`src/hw/rtl/hizq_fifo.sv`:
```
// Short register queue used between the front and the back and on the result side.
// No dependencies.
module hizq_fifo #(
    parameter int WIDTH = 8,
    parameter int DEPTH = 2,
    localparam int PW = (DEPTH > 1) ? $clog2(DEPTH) : 1,
    localparam int CNT_W = $clog2(DEPTH + 1)
) (
    input  logic             i_clk,
    input  logic             i_rst_n,
    input  logic             i_push,
    input  logic [WIDTH-1:0] i_data,
    output logic             o_full,
    input  logic             i_pop,
    output logic [WIDTH-1:0] o_data,
    output logic             o_empty
);

    logic [WIDTH-1:0] r_mem [DEPTH];
    logic [PW-1:0]    r_wr;
    logic [PW-1:0]    r_rd;
    logic [CNT_W-1:0] r_cnt;
    logic             w_do_push;
    logic             w_do_pop;

    assign o_full    = (r_cnt == CNT_W'(DEPTH));
    assign o_empty   = (r_cnt == '0);
    assign o_data    = r_mem[r_rd];
    assign w_do_push = i_push && !o_full;
    assign w_do_pop  = i_pop && !o_empty;

    always_ff @(posedge i_clk) begin
        if (!i_rst_n) begin
            r_wr  <= '0;
            r_rd  <= '0;
            r_cnt <= '0;
        end else begin
            if (w_do_push) begin
                r_wr <= (r_wr == PW'(DEPTH - 1)) ? '0 : r_wr + 1'b1;
            end
            if (w_do_pop) begin
                r_rd <= (r_rd == PW'(DEPTH - 1)) ? '0 : r_rd + 1'b1;
            end
            unique case ({w_do_push, w_do_pop})
                2'b10:   r_cnt <= r_cnt + 1'b1;
                2'b01:   r_cnt <= r_cnt - 1'b1;
                default: r_cnt <= r_cnt;
            endcase
        end
    end

    always_ff @(posedge i_clk) begin
        if (w_do_push) begin
            r_mem[r_wr] <= i_data;
        end
    end

endmodule

```
`config.mk`:
```
export PLATFORM = sky130hd
export DESIGN_NAME = hizq_fifo
export DESIGN_NICKNAME = d
export VERILOG_FILES = /design/src/hw/rtl/hizq_fifo.sv
export SDC_FILE = /design/constraint.sdc
export NUM_CORES = 1
export LEC_CHECK = 0
export BUFFER_PORTS_ARGS = -buffer_cell sky130_fd_sc_hd__buf_2
export CAP_MARGIN = 20
export CORE_MARGIN = 2
export CORE_UTILIZATION = 49
export CTS_CLUSTER_DIAMETER = 100
export DETAILED_ROUTE_END_ITERATION = 10
export MAX_ROUTING_LAYER = met4
export PLACE_DENSITY = 0.73
export SYNTH_ARGS = -nofsm -noshare
export SYNTH_HDL_FRONTEND = slang
export SYNTH_SLANG_ARGS = --single-unit
```
`constraint.sdc`:
```
create_clock -name i_clk -period 1.87 [get_ports i_clk]
set_input_delay 0.374 -clock i_clk [delete_from_list [all_inputs] [get_ports i_clk]]
set_output_delay 0.374 -clock i_clk [all_outputs]
set_load 0.03 [all_outputs]
```
# Word-level counts from Yosys, hierarchy flattened
# Memory sizes are Yosys's and may differ from the RTL's. A register that Yosys moved wholly into a read port is not among the register bits.
# Index checks and enable logic that the tools add are counted.
# W data, S select, Z words.
[totals]
mem_count = 1
input_bits = 12
ramBits = 16
wordCells = 24
ff_bits = 4
out_inout_bits = 10
[mem_list]
columns = ["memory", "depth", "width", "read_ports", "rd_ports_with_merged_regs", "wr", "line", "source"]
rows = [
  ["r_mem", 2, 8, 1, 1, 1, "19", "logic [WIDTH-1:0] r_mem [DEPTH];"],
]
[classes]
n_addsub = 4
eq_ne = 3
reduce_logical = 6
mux = 7
[op_table]
columns = ["cell", "n"]
rows = [
  ["$mux W1", 6],
  ["$eq A2 B2 Y1 const B", 2],
  ["$pmux W2 S2", 1],
  ["$add A1 B1 Y1 const B", 2],
  ["$add A2 B1 Y2 const B", 1],
  ["$eq A2 B1 Y1 const B", 1],
  ["$logic_and A1 B1 Y1", 2],
  ["$logic_not A1 Y1", 2],
  ["$logic_not A2 Y1", 1],
  ["$reduce_bool A2 Y1", 1],
  ["$sub A2 B1 Y2 const B", 1],
]

# Depth between registers and ports, before layout
[logic_depth]
depth_word = 5
mapped_depth = 6
mapped_depth_nobuf = 6

# Least setup slack after synthesis
# Ideal clock, no wire load.
[synth_timing]
path_type = "register to register"
start = "reg r_cnt[0]"
end = "mem r_mem[0][0] (enable)"
stages_incl_launch_ff = 5
setup_time_ns = 0.324
path_slack_ns = 0.402
synth_period_minus_slack_ns = 1.468
n_path_buf = 0
arrival_time_ns = 1.144
required_ns = 1.546
cell_sequence = "dfxtp_1 > nand2b_2 > inv_2 > or3_1 > inv_1"
[synth_via]
elab_chain_len = 5
[synth_lines]
columns = ["element", "line", "source"]
rows = [
  ["start, declared", "22", "logic [CNT_W-1:0] r_cnt;"],
  ["start signal, assigned", "45", "2'b10: r_cnt <= r_cnt + 1'b1;"],
  ["start signal, assigned", "46", "2'b01: r_cnt <= r_cnt - 1'b1;"],
  ["start signal, assigned", "47", "default: r_cnt <= r_cnt;"],
  ["$eq A2 B2 Y1", "26", "assign o_full = (r_cnt == CNT_W'(DEPTH));"],
  ["named net o_full", "13", "output logic o_full,"],
  ["$logic_not A1 Y1", "29", "assign w_do_push = i_push && !o_full;"],
  ["$logic_and A1 B1 Y1", "29", ""],
  ["$mux W1", "53", "if (w_do_push) begin"],
  ["$mux W1 (not written as such)", "54", "r_mem[r_wr] <= i_data;"],
  ["end, declared", "19", ""],
]
# The timed path passes the listed nets, and every way through them passes these cells.

==> results.py <==
metrics = {
    "yosys": {
        "synthCells": 51,
        "yosysWarningCount": 0,
        "synth_cell_types": 18,
        "synth_nets": 64,
        "avgSynthCellArea_sq_um": 15.90,
        "ys_ff_latch": 21,
        "syn_area_sq_um": 810.8,
        "synth-seq-area-share": 0.7160,
    },
    "routing": {
        "drt_iter0_markers": 3,
        "dr.pass1.iters": 4,
        "vias": 453,
        "routedWlPerCell_um": 13.01,
        "drc_errors": 0,
        "drt_wl_total_um": 1184,
        "ant_nets": 0,
        "viasPerCell": 4.978,
    },
    "hold_path": {
        "whs_endpoint": "r_mem[1][1]",
        "holdPathStages": 1,
        "min-delay-start": "i_data[1]",
        "min_path_type": "primary input to flop",
    },
    "clocking": {
        "cts-root-buf": "clkbuf_4",
        "clock-sinks": 21,
        "cts-resized-gates": 0,
        "cts_buffers": 3,
        "path_clk_slew_ps": 110,
        "post_cts_buffers": 0,
        "hold_buffers": 0,
        "cts.path.max_buffers": 2,
        "cts_tree": "yes",
        "worstSkewPairLatency_ps": 290,
        "htreeDepth": 1,
    },
    "floorplan": {
        "initial_core_util": 0.5320,
        "die_h_um": 44.68,
        "io_pins": 22,
        "row_count": 14,
        "die_x_um": 44.68,
        "core_area_sq_um": 1524,
        "die_area_sq_um": 1996,
    },
    "global_routing": {
        "grt_first_pass_wirelength_um": 1925,
        "antenna_found_initial": 0,
        "grt_max_degree": 12,
        "grt-ovfl-total": 0,
        "first_global_vias": 476,
        "grtUsageTotal": 0.1396,
    },
    "run_status": {
        "status": "completed",
    },
    "place": {
        "dpl_cell_area_sq_um": 932.1,
        "dp.cells": 87,
        "gp_congestion": 0.7800,
        "hpwl_um": 825,
        "portBuffers": 21,
    },
    "sta": {
        "final.setup_skew_ps": 1.160,
        "max_slew_margin": 0.7338,
        "fmax_mhz": 561.3,
        "worst_pin_slew_ps": 399.3,
        "rsz0062_at_grt": "no",
        "post-route-period-util": 0.9528,
        "post-route-min-period_ps": 1782,
        "drv_slew": 0,
        "finalHoldViolations": 0,
        "setup_tns_ps": 0,
        "setup_viol": 0,
    },
    "layout": {
        "final_area_sq_um": 958.4,
        "area_growth_pct": 18.21,
        "fin_nets": 89,
        "layout.cells.most_common_list": "21 x buf_2, 16 x edfxtp_1, 8 x mux2_2",
        "drive_gt1_frac": 0.4533,
        "final_cells": 91,
        "diodes": 0,
        "layout_commonest_cell": "buf_2",
    },
    "setup_path": {
        "ff2ff_path_depth": 4,
        "crit_type": "flop to output pin",
        "crit_path_start_kind": "flop",
        "timing.rr.end": "r_mem[0][6]",
        "path_max_fanout": 8,
        "reg2reg_slack_ps": 280,
        "end_kind": "output pin",
        "critPathRequiredTime_ps": 1500,
        "reg2reg_from": "r_cnt[0]",
        "critPathArrivalTime_ps": 1410,
    },
    "pwr": {
        "peakVddDrop_mv": 0.9747,
        "powerDensity_nw_per_um2": 1476,
        "leakage_nw": 0.3825,
    },
    "job": {
        "max_cap_viol_count": 0,
    },
}
==> layer usage <==
metal | up-vias | track usage | share of wire
met5 | - | - | 0
met4 | 0 | 0.03636 | 0.0068
met3 | 2 | 0.03673 | 0.046
met2 | 14 | 0.2290 | 0.47
met1 | 204 | 0.1703 | 0.47
li1 | 233 | - | -
==> worst max-delay path: stages (launching register included) <==
cell     delay (ps)
dfxtp_1         560
mux2_2          380
buf_2           180
==> where the power goes <==
group / internal, mW / leakage, nW / switching (mW)
sequential: 0.600 / 0.191 / 0.0705
combinational: 0.219 / 0.177 / 0.317
clock: 0.0829 / 0.0150 / 0.125
total: 0.901 / 0.383 / 0.513
==> per-stage QoR <==
| step | total power, mW | hold WS (ps) | util | worst slack [ps] |
|---|---|---|---|---|
| after global routing | 1.505 | 240.6 | 0.6289 | 10.36 |
| final | 1.414 | 260.6 | 0.6289 | 88.33 |
| after global placement | 1.209 | 475.7 | 0.6117 | 361.9 |
| after detailed placement | 1.217 | 497.4 | 0.6117 | 314.2 |
| after CTS | 1.428 | 251.4 | 0.6289 | 69.96 |
| after floorplan | 1.087 | 457.0 | - | 402.0 |
==> cells in the mapped netlist, drive strengths merged <==
cell	count	area [sq um]
or3	2	12.51
nor2b	2	12.51
o21a	1	7.510
and3	1	6.260
o21ai	2	10.01
clkbuf	1	3.750
nand2b	1	8.760
and2	1	6.260
nand2	1	3.750
mux2	8	90.09
xnor2	3	26.28
a21boi	2	15.01
inv	3	11.26
dfxtp	5	100.1
ha	1	12.51
edfxtp	16	480.5
nor2	1	3.750
==> worst max path at each step <==
| stage | end | from | slack (ps) | cells after the start |
|---|---|---|---|---|
| 2_1_floorplan | r_mem[0][0] | r_cnt[0] | 400 | 4 |
| 3_3_place_gp | r_mem[0][1] | r_cnt[0] | 360 | 4 |
| 3_5_place_dp | r_mem[0][1] | r_cnt[0] | 310 | 4 |
| 4_1_cts | o_data[0] | flop | 70 | 2 |
| 5_1_grt | o_data[7] | flop | 10 | 2 |
| 6_report | o_data[2] | flop | 90 | 2 |
==> sequential cells by signal, indices dropped and copies added (netlist names), named ones only <==
name / cells
r_rd: 1
r_wr: 1
r_cnt: 2
r_mem: 16
==> area by class of cell <==
class	count	area, sq um
clock buffer	4	26.28
fill	121	565.5
inverter	3	11.26
multi-input combinational	26	215.2
sequential	21	580.6
tap	16	20.02
timing repair buffer	21	105.1
==> cell families (layout without fill, tap and decap cells) <==
| family | after synthesis | in the layout | synth area share |
|---|---|---|---|
| AOI/OAI and AO/OA | 5 | 5 | 0.04012 |
| xor gates and xnor gates | 3 | 3 | 0.03241 |
| adders and majority gates | 1 | 1 | 0.01543 |
| and+or+nand+nor | 9 | 9 | 0.06636 |
| DFF | 21 | 21 | 0.7161 |
| buffers and inverters | 4 | 28 | 0.01851 |
| muxes | 8 | 8 | 0.1111 |
Note: power is estimated with default switching activity, not from simulation.
