## config.mk

```make
export PLATFORM = sky130hd
export DESIGN_NAME = hizq_front
export DESIGN_NICKNAME = d
export VERILOG_FILES = /design/src/hw/rtl/hizq_pkg.sv /design/src/hw/rtl/hizq_front.sv
export SDC_FILE = /design/constraint.sdc
export NUM_CORES = 1
export LEC_CHECK = 0
export BUFFER_PORTS_ARGS = -buffer_cell sky130_fd_sc_hd__buf_2
export CAP_MARGIN = 20
export CORE_UTILIZATION = 25
export DETAILED_ROUTE_END_ITERATION = 6
export GPL_TIMING_DRIVEN = 1
export HOLD_SLACK_MARGIN = 0.1
export PLACE_DENSITY = 0.52
export REMOVE_ABC_BUFFERS = 1
export SYNTH_ARGS = -nofsm -noshare
export SYNTH_HDL_FRONTEND = slang
export SYNTH_SLANG_ARGS = --single-unit
```

## constraint.sdc

```tcl
create_clock -name i_clk -period 11.8 [get_ports i_clk]
set_input_delay 2.36 -clock i_clk [delete_from_list [all_inputs] [get_ports i_clk]]
set_output_delay 2.36 -clock i_clk [all_outputs]
set_load 0.01 [all_outputs]
```

## src/hw/rtl/hizq_pkg.sv

```systemverilog
// Shared types and constants of the hierarchical-Z tile occlusion query.
// Holds the command kinds, the register map, the configuration and result words.
// No dependencies.
package hizq_pkg;

    // fixed field widths of the item and register ports
    localparam int COORD_W = 16;
    localparam int PIX_W   = 12;
    localparam int ORG_W   = 11;
    localparam int TCOL_W  = 7;
    localparam int TROW_W  = 9;
    localparam int WROW_W  = 8;
    localparam int WCOL_W  = 6;
    localparam int KIND_W  = 2;
    localparam int LANES   = 4;

    typedef enum logic [KIND_W-1:0] {
        CMD_WRITE = 2'd0,
        CMD_SKIP  = 2'd1,
        CMD_QUERY = 2'd2
    } t_cmd_kind;

    typedef enum logic [2:0] {
        REG_SCREEN_WIDTH  = 3'd0,
        REG_SCREEN_HEIGHT = 3'd1,
        REG_FIRST_X       = 3'd2,
        REG_FIRST_Y       = 3'd3,
        REG_LAST_X        = 3'd4,
        REG_LAST_Y        = 3'd5,
        REG_TILE_COLUMNS  = 3'd6,
        REG_TILE_ROWS     = 3'd7
    } t_reg_idx;

    typedef struct packed {
        logic [PIX_W-1:0]  screen_width;
        logic [PIX_W-1:0]  screen_height;
        logic [ORG_W-1:0]  first_x;
        logic [ORG_W-1:0]  first_y;
        logic [ORG_W-1:0]  last_x;
        logic [ORG_W-1:0]  last_y;
        logic [TCOL_W-1:0] tile_columns;
        logic [TROW_W-1:0] tile_rows;
    } t_cfg;

    localparam t_cfg CFG_RESET = '{
        screen_width:  12'd2048,
        screen_height: 12'd2048,
        first_x:       11'd0,
        first_y:       11'd0,
        last_x:        11'd2016,
        last_y:        11'd2040,
        tile_columns:  7'd64,
        tile_rows:     9'd256
    };

    typedef struct packed {
        logic tested;
        logic now_culled;
    } t_result;

endpackage

```

## src/hw/rtl/hizq_front.sv

```systemverilog
// Front end: accepts words, classifies them and turns a query box into a tile range.
// Depends on hizq_pkg.
module hizq_front #(
    parameter int TILE_WIDTH = 32,
    parameter int TILE_HEIGHT = 8,
    parameter int MAX_TILE_COLUMNS = 64,
    parameter int MAX_TILE_ROWS = 256,
    parameter int DEPTH_BITS = 24,
    localparam int CW = (MAX_TILE_COLUMNS > 1) ? $clog2(MAX_TILE_COLUMNS) : 1,
    localparam int RW = (MAX_TILE_ROWS > 1) ? $clog2(MAX_TILE_ROWS) : 1,
    localparam int CMD_W = hizq_pkg::KIND_W + DEPTH_BITS + 2 * RW + 2 * CW
) (
    input  logic                                i_clk,
    input  logic                                i_rst_n,
    input  logic                                i_push,
    output logic                                o_full,
    input  logic                                i_action,
    input  logic signed [hizq_pkg::COORD_W-1:0] i_box_min_x,
    input  logic signed [hizq_pkg::COORD_W-1:0] i_box_min_y,
    input  logic signed [hizq_pkg::COORD_W-1:0] i_box_max_x,
    input  logic signed [hizq_pkg::COORD_W-1:0] i_box_max_y,
    input  logic signed [DEPTH_BITS-1:0]        i_nearest_depth,
    input  logic                                i_already_culled,
    input  logic                                i_all_w_positive,
    input  logic [hizq_pkg::WROW_W-1:0]         i_tile_row,
    input  logic [hizq_pkg::WCOL_W-1:0]         i_tile_col,
    input  logic signed [DEPTH_BITS-1:0]        i_tile_depth,
    input  hizq_pkg::t_cfg                      i_cfg,
    output logic                                o_cmd_push,
    output logic [CMD_W-1:0]                    o_cmd_data,
    input  logic                                i_cmd_full
);
    import hizq_pkg::*;

    // Exact division of a 12-bit value by a tile size: multiply by a rounded-up
    // reciprocal and shift.
    localparam int SHX = PIX_W + $clog2(TILE_WIDTH);
    localparam int SHY = PIX_W + $clog2(TILE_HEIGHT);
    localparam int RCX = ((1 << SHX) + TILE_WIDTH - 1) / TILE_WIDTH;
    localparam int RCY = ((1 << SHY) + TILE_HEIGHT - 1) / TILE_HEIGHT;
    localparam int RECIP [LANES] = '{RCX, RCY, RCX, RCY};
    localparam int SHIFT [LANES] = '{SHX, SHY, SHX, SHY};
    localparam int TILE  [LANES] = '{TILE_WIDTH, TILE_HEIGHT, TILE_WIDTH, TILE_HEIGHT};

    typedef enum logic [5:0] {
        F_IDLE  = 6'b000001,
        F_CLAMP = 6'b000010,
        F_DIV1  = 6'b000100,
        F_ORG   = 6'b001000,
        F_DIV2  = 6'b010000,
        F_PUSH  = 6'b100000
    } t_fstate;

    t_fstate                      r_state;
    t_fstate                      n_state;
    logic [COORD_W-1:0]           r_raw [LANES];
    logic [PIX_W-1:0]             r_val [LANES];
    t_cmd_kind                    r_kind;
    logic signed [DEPTH_BITS-1:0] r_depth;
    logic [CW-1:0]                r_sx;
    logic [CW-1:0]                r_ex;
    logic [RW-1:0]                r_sy;
    logic [RW-1:0]                r_ey;

    logic [PIX_W-1:0] w_lim   [LANES];
    logic [PIX_W-1:0] w_first [LANES];
    logic [PIX_W-1:0] w_last  [LANES];
    logic [PIX_W-1:0] w_clamp [LANES];
    logic [31:0]      w_prod  [LANES];
    logic [PIX_W-1:0] w_quot  [LANES];
    logic [PIX_W-1:0] w_snap  [LANES];
    logic [PIX_W-1:0] w_bound [LANES];
    logic [PIX_W-1:0] w_org   [LANES];
    logic [10:0]      w_cols;
    logic [10:0]      w_rows;
    logic [CW-1:0]    w_cols_m1;
    logic [RW-1:0]    w_rows_m1;
    logic             w_skip;
    logic             w_wr_ok;

    assign o_full     = (r_state != F_IDLE);
    assign o_cmd_push = (r_state == F_PUSH);
    assign o_cmd_data = {r_kind, r_depth, r_ey, r_sy, r_ex, r_sx};
    assign w_skip     = i_already_culled || !i_all_w_positive;
    assign w_wr_ok    = ({3'b000, i_tile_row} < 11'(MAX_TILE_ROWS))
                     && ({5'b00000, i_tile_col} < 11'(MAX_TILE_COLUMNS));

    // grid in use, saturated to 1..MAX
    always_comb begin
        w_cols = (i_cfg.tile_columns == '0) ? 11'd1 : 11'(i_cfg.tile_columns);
        if (w_cols > 11'(MAX_TILE_COLUMNS)) begin
            w_cols = 11'(MAX_TILE_COLUMNS);
        end
        w_rows = (i_cfg.tile_rows == '0) ? 11'd1 : 11'(i_cfg.tile_rows);
        if (w_rows > 11'(MAX_TILE_ROWS)) begin
            w_rows = 11'(MAX_TILE_ROWS);
        end
        w_cols_m1 = CW'(w_cols - 11'd1);
        w_rows_m1 = RW'(w_rows - 11'd1);
    end

    // per-lane datapath: lanes are min x, min y, max x, max y
    always_comb begin
        w_lim[0]   = i_cfg.screen_width;
        w_lim[1]   = i_cfg.screen_height;
        w_lim[2]   = i_cfg.screen_width;
        w_lim[3]   = i_cfg.screen_height;
        w_first[0] = {1'b0, i_cfg.first_x};
        w_first[1] = {1'b0, i_cfg.first_y};
        w_first[2] = {1'b0, i_cfg.first_x};
        w_first[3] = {1'b0, i_cfg.first_y};
        w_last[0]  = {1'b0, i_cfg.last_x};
        w_last[1]  = {1'b0, i_cfg.last_y};
        w_last[2]  = {1'b0, i_cfg.last_x};
        w_last[3]  = {1'b0, i_cfg.last_y};
        for (int i = 0; i < LANES; i++) begin
            // clamp to [0, screen size]
            if (r_raw[i][COORD_W-1]) begin
                w_clamp[i] = '0;
            end else if (r_raw[i][COORD_W-2:0] > {3'b000, w_lim[i]}) begin
                w_clamp[i] = w_lim[i];
            end else begin
                w_clamp[i] = r_raw[i][PIX_W-1:0];
            end
            // one divider per lane, used for both the snap and the index
            w_prod[i] = 32'(r_val[i]) * 32'(RECIP[i]);
            w_quot[i] = PIX_W'(w_prod[i] >> SHIFT[i]);
            // snap down to the tile origin, then clamp to the origin range
            w_snap[i] = r_val[i] * PIX_W'(TILE[i]);
            if (i < 2) begin
                w_bound[i] = (w_snap[i] < w_first[i]) ? w_first[i] : w_snap[i];
                w_org[i]   = (w_bound[i] > w_last[i]) ? w_last[i] : w_bound[i];
            end else begin
                w_bound[i] = (w_snap[i] > w_last[i]) ? w_last[i] : w_snap[i];
                w_org[i]   = (w_bound[i] < w_first[i]) ? w_first[i] : w_bound[i];
            end
        end
    end

    always_comb begin
        n_state = r_state;
        unique case (r_state)
            F_IDLE: begin
                if (i_push) begin
                    if (i_action) begin
                        n_state = w_wr_ok ? F_PUSH : F_IDLE;
                    end else if (w_skip) begin
                        n_state = F_PUSH;
                    end else begin
                        n_state = F_CLAMP;
                    end
                end
            end
            F_CLAMP: n_state = F_DIV1;
            F_DIV1:  n_state = F_ORG;
            F_ORG:   n_state = F_DIV2;
            F_DIV2:  n_state = F_PUSH;
            F_PUSH:  n_state = i_cmd_full ? F_PUSH : F_IDLE;
            default: n_state = F_IDLE;
        endcase
    end

    always_ff @(posedge i_clk) begin
        if (!i_rst_n) begin
            r_state <= F_IDLE;
        end else begin
            r_state <= n_state;
        end
    end

    always_ff @(posedge i_clk) begin
        unique case (r_state)
            F_IDLE: begin
                r_raw[0] <= i_box_min_x;
                r_raw[1] <= i_box_min_y;
                r_raw[2] <= i_box_max_x;
                r_raw[3] <= i_box_max_y;
                r_depth  <= i_action ? i_tile_depth : i_nearest_depth;
                r_sx     <= CW'(i_tile_col);
                r_sy     <= RW'(i_tile_row);
                if (i_action) begin
                    r_kind <= CMD_WRITE;
                end else if (w_skip) begin
                    r_kind <= CMD_SKIP;
                end else begin
                    r_kind <= CMD_QUERY;
                end
            end
            F_CLAMP: r_val <= w_clamp;
            F_DIV1:  r_val <= w_quot;
            F_ORG:   r_val <= w_org;
            F_DIV2: begin
                // limit the tile indexes to the grid
                r_sx <= (w_quot[0] > PIX_W'(w_cols_m1)) ? w_cols_m1 : CW'(w_quot[0]);
                r_sy <= (w_quot[1] > PIX_W'(w_rows_m1)) ? w_rows_m1 : RW'(w_quot[1]);
                r_ex <= (w_quot[2] > PIX_W'(w_cols_m1)) ? w_cols_m1 : CW'(w_quot[2]);
                r_ey <= (w_quot[3] > PIX_W'(w_rows_m1)) ? w_rows_m1 : RW'(w_quot[3]);
            end
            F_PUSH: begin
                r_kind <= r_kind;
            end
            default: begin
                r_kind <= r_kind;
            end
        endcase
    end

endmodule

```

* Word level (Yosys, flattened, before mapping)
Memory sizes are Yosys's and may differ from the RTL's.
Cells that the tools add are included.
** Word-level totals
- Flip-flop bits (word level) :: 108
- Bits in latches :: 0
- Bits in writable memories :: 64
- ROM bits :: 0
- Bits of input ports :: 217
- Output and inout bits :: 56
- Logic and storage cells :: 82
- Memories :: 1
** Memory list
- r_raw :: words 4, width 16, rd ports 4, clocked after Yosys merged registers in 0, write ports 4, RTL line hizq_front.sv:56 : logic [COORD_W-1:0] r_raw [LANES];
** Cells by class
- Add/sub/neg operators :: 2
- Multiply operators :: 0
- Div/mod/pow operators :: 0
- $lt $le $gt $ge :: 18
- Equality and inequality tests :: 8
- Shift-type cells :: 0
- Mux-type cells :: 36
- Bitwise logic cells :: 0
- Reductions and logical operators :: 6
** Operators by type and width (count)
- $mux W12 :: 16
- $pmux W48 S3 :: 1
- $gt A15 B12 Y1 :: 4
- $gt A12 B11 Y1 :: 4
- $lt A12 B11 Y1 :: 4
- $mux W6 :: 7
- $pmux W6 S6 :: 1
- $mux W24 :: 1
- $mux W8 :: 3
- $gt A9 B8 Y1 :: 2
- $pmux W8 S2 :: 1
- $gt A7 B6 Y1 :: 2
- $pmux W6 S2 :: 1
- $gt A9 B9 Y1 const B :: 1
- $logic_not A9 Y1 :: 1
- $mux W9 :: 1
- $sub A8 B1 Y8 const B :: 1
- $gt A7 B7 Y1 const B :: 1
- $logic_not A7 Y1 :: 1
- $mux W7 :: 1
- $eq A6 B1 Y1 const B :: 1
- $eq A6 B2 Y1 const B :: 1
- $eq A6 B3 Y1 const B :: 1
- $eq A6 B4 Y1 const B :: 1
- other kinds (11) :: 12

* Longest topological paths before layout
Gate-level depths: netlist (run 1).
- Depth after elaboration :: 8
- Mapped depth :: 19
- Gate-level depth less buffers :: 17

* Worst setup path before layout (run 1)
No wires, ideal clock.
- Kind :: input-to-reg
- Start point :: input port i_cfg[36] in the netlist's numbering
- End point :: register r_val[19] in the netlist's numbering, data pin
- Library setup time :: 0.271 ns
- Arrival :: 5.928 ns
- Data required time :: 11.529 ns
- Setup slack :: 5.601 ns
- Cell stages on the path :: 16
- Buffers on the path :: 1
- Cell sequence :: inv_1 ha_1 a21o_1 a211oi_1 o21ai_1 o21ai_1 mux2_2 ha_1 a21oi_1 o21ai_0 or4b_2 a41oi_1 o21a_1 buf_2 mux2i_1 o22ai_1
** Between the ends
- Cells in the longest elaborated chain, start to end :: 5
** RTL lines
- start, declared :: RTL line hizq_front.sv:28 : input hizq_pkg::t_cfg i_cfg,
- $gt A12 B11 Y1 :: RTL line hizq_front.sv:134 : w_bound[i] = (w_snap[i] > w_last[i]) ? w_last[i] : w_snap[i];
- $mux W12 (*) :: RTL line hizq_front.sv:134
- $lt A12 B11 Y1 :: RTL line hizq_front.sv:135 : w_org[i] = (w_bound[i] < w_first[i]) ? w_first[i] : w_bound[i];
- $mux W12 (*) :: RTL line hizq_front.sv:135
- $pmux W48 S3 (*) :: RTL line hizq_front.sv:172 : unique case (r_state)
- end signal, assigned :: RTL line hizq_front.sv:189 : F_CLAMP: r_val <= w_clamp;
- end signal, assigned :: RTL line hizq_front.sv:190 : F_DIV1: r_val <= w_quot;
- end signal, assigned :: RTL line hizq_front.sv:191 : F_ORG: r_val <= w_org;
- end, declared :: RTL line hizq_front.sv:57 : logic [PIX_W-1:0] r_val [LANES];
Every way passes the cells marked *; elsewhere a longest branch is shown, timed or not.
A chain may end at the register's enable or synchronous reset.

* Worst setup path in the final report (run 1)
- Start point :: input port i_cfg[36] in the netlist's numbering
- End point :: register r_val[12] in the netlist's numbering, data pin
Same word-level chain as after synthesis.

==> results of run 1 <==
## synth_stat cells, drive strengths merged (7+ instances only)
cell | count | area, sq um
a21oi | 62 | 310
edfxtp | 166 | 4980
ha | 146 | 1830
nand3 | 20 | 100
mux2i | 65 | 651
nand4 | 10 | 62.6
nor2 | 74 | 278
o22ai | 13 | 101
o21a | 7 | 52.6
clkbuf | 29 | 110
a211oi | 10 | 80.1
or3 | 8 | 51.3
nand2b | 16 | 100
o211ai | 17 | 128
nand2 | 63 | 236
a21o | 18 | 135
o21ai | 68 | 344
nor3 | 21 | 105
inv | 102 | 383
mux2 | 67 | 758
and2 | 14 | 87.6
nor2b | 8 | 50.1
a221o | 17 | 170
## critical path, stage by stage
cell      delay (ns)
buf_2           0.11
inv_1           0.06
ha_1            0.30
a21o_1          0.18
a211oi_1        0.22
o21ai_1         0.22
o21ai_1         0.46
mux2_2          0.42
ha_1            0.29
a21oi_1         0.17
o21ai_0         0.15
or4b_2          0.62
a41oi_1         0.20
o21a_1          0.63
nor3_1          0.10
or3_1           0.39
## worst paths after layout
kind,end,depth (start not counted),startpoint
min reg2reg,r_state[2]$_SDFFE_PN0P_,2,r_state[1]$_SDFFE_PN0P_
max reg2reg,r_val[12]$_DFFE_PP_,14,r_val[16]$_DFFE_PP_
min,r_state[2]$_SDFFE_PN0P_,2,r_state[1]$_SDFFE_PN0P_
max,r_val[12]$_DFFE_PP_,16,i_cfg[36]
## per-layer routing
metal	share of wire [%]	up-vias
met5	0.23	-
met4	1.9	14
met3	7.8	53
met2	43	369
met1	47	4593
li1	-	4793
## flip-flops by register name (all words and copies together) (netlist names)
register / flops
r_sx: 6
r_raw: 64
r_ex: 6
r_depth: 24
r_sy: 8
r_kind: 2
r_ey: 8
r_val: 48
r_state: 6
## cell usage in the layout (no fill, tap or decap), drive strengths merged, types with 21 or more instances in the layout
master,instances
a21oi,62
buf,285
edfxtp,166
ha,146
inv,110
mux2,67
mux2i,65
nand2,63
nor2,74
nor3,21
o21ai,68
## cells by family after synthesis
group | Yosys count | synth area share (%)
AOI/OAI and AO/OA | 258 | 14.5
muxes | 132 | 11.7
and+or+nand+nor | 270 | 11.2
adders and majority gates | 146 | 15.2
DFF | 172 | 42.5
buffers and inverters | 136 | 4.30
xor gates and xnor gates | 7 | 0.510
## power breakdown
part	total, mW	switching (mW)	internal (mW)	leakage, nW
combinational	0.525	0.318	0.206	4.41
clock	0.602	0.296	0.306	0.296
sequential	0.852	0.0461	0.806	1.66
total	1.98	0.661	1.32	6.36
## per-stage QoR
step | hold WS, ns | setup slack, ns | std cells | power [mW] | utilization (%)
final | 0.549 | 5.14 | 2017 | 1.98 | 31.5
after global placement | 0.553 | 4.72 | 1977 | 1.39 | 30.0
after CTS | 0.556 | 5.19 | 2009 | 2.00 | 31.3
after global routing | 0.593 | 4.88 | 2014 | 2.09 | 31.4
after detailed placement | 0.551 | 4.67 | 1977 | 1.39 | 30.0
after floorplan | 0.503 | 5.45 | 1087 | 1.17 | -
## cell type report
cell class	count	area share, %
clock inverter	15	1.29
antenna	6	0.102
sequential	172	34.6
multi-input combinational	813	43.4
clock buffer	17	2.88
tap	607	5.14
timing repair buffer	285	10.0
inverter	102	2.60
==> metrics, run 1 <==
worst hold path type reg2reg; Synth Flop Type edfxtp_1; met1 usage roughly 22%; HPWL Detailed between 30000 and 40000 microns; Slew @ Worst Pin around 0.86 ns; EDFF count, synth approximately 170; Fmax roughly 0.15 GHz; Clock transition at path regs around 0.080 ns; # rows a little under 80; Die W 221 microns; register area share after synthesis between 40% and 50%; Final min period ~6.7 ns; post-synthesis cell type count 67; initial antenna violation count 13; Pwr Density between 100 and 150 nW/um^2; Post-synth ARST share 0%; clock buffer depth 2; CP Launch Type input port; # Post-CTS Setup Buffers 0; Post-route DRC 0; register area between 5000 and 6000 sq um; multi-input logic area approximately 6400 sq um; Initial Utilization approximately 26%; # IOs ~270; die height ~220 microns; layout cells sized above 1 between 20 and 30%; GRT Overall Usage 16.4%; post-cts sizing count 0; fin crit share about 56%; Vias between 9000 and 10000; Antenna Nets Post-Route 0; root buf cell clkbuf_16; post-synthesis register bit count 172; CP max FO 16; R2R setup slack ~6.7 ns; fillers around 4800; die area 48900 sq um; WL final 39600 microns; Most Crowded Layer GR met2; CTS buffer count 17; drt wl/cell between 15 and 20 microns; dpl cell area ~14000 sq um; CTS tree done; CTS H-tree lvls 4; met3 GRT Util under 10%; DR vias/cell 4.87; synthesized area 12000 sq um; # nets final ~1800; status finished clean; Sink Count around 170; max_slew headroom between 40% and 50%; critical setup path kind in2reg; Hold Buf Count CTS 0; Worst Path Arrival between 6 and 7 ns; met2 Usage GRT roughly 25%; max-slew violations 0; Crit. End Element flop; Avg Inst Size Synth 10.7 sq um; first-pass GRT wire length between 50000 and 60000 microns; Leak about 6.4 nW; vias in the first global route slightly below 10000; Clock Skews around 0.013 ns; Syn. warnings 0; critical path required time around 12 ns; largest net degree at the start of global routing 59; GP Congestion around 0.94; post-layout instance area between 10000 and 15000 sq um; DRT Pass-1 Iters 7; # setup viols final 0; Overflow after GRT 0; RSZ-0062 raised after global routing no; Max Cap Viol 0; final hold vios 0; total core area between 40000 and 50000 sq um; initial DRC count roughly 660; cells after synthesis around 1100; Sum Neg Setup Slack 0 ns; IO buf count 272; Clock Latency Late Sink between 0.4 and 0.5 ns; Layout area overhead 22.9%; maximum vdd drop roughly 0.00013 V
Note: power is estimated with default switching activity, not from simulation.
==> run 2, diff against run 1 <==
--- a/config.mk
+++ b/config.mk
@@ -11,7 +11,7 @@
 export DETAILED_ROUTE_END_ITERATION = 6
 export GPL_TIMING_DRIVEN = 1
 export HOLD_SLACK_MARGIN = 0.1
-export PLACE_DENSITY = 0.52
+export PLACE_DENSITY = 0.54
 export REMOVE_ABC_BUFFERS = 1
 export SYNTH_ARGS = -nofsm -noshare
 export SYNTH_HDL_FRONTEND = slang
==> constraint.sdc (replaced) <==
create_clock -name i_clk -period 6.05 [get_ports i_clk]
set_input_delay 1.21 -clock i_clk [delete_from_list [all_inputs] [get_ports i_clk]]
set_output_delay 1.21 -clock i_clk [all_outputs]
set_load 0.01 [all_outputs]
==> metrics, run 2 (synthesized netlist as in run 1, its figures left out) <==
die area 48900 sq um (unchanged); # setup viols final 0 (unchanged); CP max FO 9 (-7); Slew @ Worst Pin 0.881 ns (+0.0221 ns); max-slew violations 0 (unchanged); PnR Total Power 3.85 mW (+95%); fillers 4830 (+1.1%); Critical Path Sink r_val[12]$_DFFE_PP_; Leak 6.39 nW (+0.35%); # rows 79 (unchanged); Clock transition at path regs 0.07 ns (about the same); post-cts sizing count 0 (unchanged); Hold Path Depth 2 (unchanged); CTS tree done; Overflow after GRT 0 (unchanged); Clock Skews 0.0127 ns (-0.000571 ns); DR vias/cell 4.88 (+0.27%); RSZ-0062 raised after global routing no; IO buf count 272 (unchanged); R2R setup slack 1.43 ns (-5.25 ns); r2r endpoint r_val[31]$_DFFE_PP_; max reg flops 64 (unchanged); GP Congestion 0.902 (-3.5%); initial DRC count 544 (-17%); Hold Buf Count CTS 0 (unchanged); GRT Overall Usage 16.7% (+0.24 points); vias in the first global route 10191 (+2.7%); dpl cell area 14200 sq um (+0.46%); crit path from i_cfg[36]; largest registers r_raw: 64 flops, r_val: 48 flops, r_depth: 24 flops; Final min period approximately 5.0 ns; most frequent cells in the layout 272 x buf_2, 166 x edfxtp_1, 146 x ha_1, 101 x inv_1, 73 x nor2_1; Worst Path Arrival 5.21 ns (-1.69 ns); Fmax 0.201 GHz; drt wl/cell 19.9 microns (+1.4%); Max Cap Viol 0 (unchanged); fin crit share just over 80%; Sink Count 172 (unchanged); # Post-CTS Setup Buffers 0 (unchanged); HPWL Detailed 32900 microns (+2.2%); CTS H-tree lvls 4 (unchanged); layout cells sized above 1 29.1% (+0.23 points); Sum Neg Setup Slack 0 ns (unchanged); total core area 47000 sq um (unchanged); critical path required time 6.29 ns (-5.75 ns); Vias 9873 (+0.52%); Layout area overhead 23.3%; most common cell after layout, fill and taps aside buf_2; reg2reg path depth 15 (+1); worst hold path type reg2reg; maximum vdd drop 0.000477 V (+260%); post-layout instance area 14800 sq um (+0.27%); utilization of the core after routing 31.5% (+0.085 points); die height 221 microns (unchanged); Die W 221 microns (unchanged); initial antenna violation count 12 (-1); # IOs 273 (unchanged); Antenna Nets Post-Route 0 (unchanged); CP Launch Type input port; Pwr Density 260 nW/um^2 (+94%); DRT Pass-1 Iters 5 (-2); CTS buffer count 17 (unchanged); Initial Utilization 25.6% (unchanged); Post-route DRC 0 (unchanged); clock buffer depth 2 (unchanged); max_slew headroom 41.1% (-1.3 points); Top reg by flops r_raw; first-pass GRT wire length 60800 microns (+1.6%); status finished clean; largest net degree at the start of global routing 60 (+1.7%); WL final 40200 microns (+1.7%); Crit. End Element flop; reg-to-reg startpoint r_val[31]$_DFFE_PP_; root buf cell clkbuf_16; # nets final 1760 (+0.34%); critical setup path kind in2reg; Clock Latency Late Sink 0.49 ns (about the same); final hold vios 0 (unchanged)
run 2: power breakdown:
group	internal (mW)	total, mW	switching, mW
clock network	0.588	1.15	0.560
registers	1.57	1.66	0.0920
logic	0.421	1.04	0.623
run 2: cell type report:
class | count | area (sq um) | area share (%)
Sequential cell | 172 | 5100 | 34.5
Clock inverter | 14 | 171 | 1.16
Timing Repair Buffer | 291 | 1540 | 10.4
Multi-Input combinational cell | 813 | 6410 | 43.3
Antenna cell | 5 | 12.5 | 0.0845
Inverter | 102 | 384 | 2.59
Tap cell | 607 | 759 | 5.13
Clock buffer | 18 | 429 | 2.90
run 2: routing by layer:
layer | up-vias | global-route usage, % | routed length (microns)
met5 | - | 0 | 96
met2 | 344 | 26.4 | 18000
met3 | 44 | 5.14 | 2830
met4 | 14 | 4.83 | 541
met1 | 4663 | 21.7 | 18800
li1 | 4808 | - | -
run 2: worst min path at each step:
stage | start | to
after floorplan | r_state[1]$_SDFFE_PN0P_ | r_state[2]$_SDFFE_PN0P_
after global placement | r_state[1]$_SDFFE_PN0P_ | r_state[2]$_SDFFE_PN0P_
after detailed placement | r_state[1]$_SDFFE_PN0P_ | r_state[2]$_SDFFE_PN0P_
after CTS | r_state[1]$_SDFFE_PN0P_ | r_state[2]$_SDFFE_PN0P_
after global routing | r_state[1]$_SDFFE_PN0P_ | r_state[2]$_SDFFE_PN0P_
final | r_state[1]$_SDFFE_PN0P_ | r_state[2]$_SDFFE_PN0P_
run 2: worst max-delay path, stage by stage:
cell      delay [ns]
buf_2           0.11
inv_1           0.06
ha_1            0.30
a21o_1          0.18
a211oi_1        0.22
o21ai_1         0.23
o21ai_1         0.14
buf_4           0.18
mux2_2          0.36
ha_1            0.29
a21oi_1         0.16
o21ai_0         0.14
or4b_2          0.62
a41oi_1         0.22
o21a_1          0.18
buf_4           0.17
nor3_1          0.06
or3_1           0.36
run 2: metrics by stage:
| step | hold slack (ns) | instances | setup WS, ns |
|---|---|---|---|
| 2_1_floorplan | 0.503 | 1087 | 0.849 |
| 3_5_place_dp | 0.550 | 1984 | 0.619 |
| 6_report | 0.558 | 2022 | 1.08 |
| 3_3_place_gp | 0.545 | 1984 | 0.660 |
| 5_1_grt | 0.603 | 2018 | 0.816 |
| 4_1_cts | 0.559 | 2016 | 1.14 |
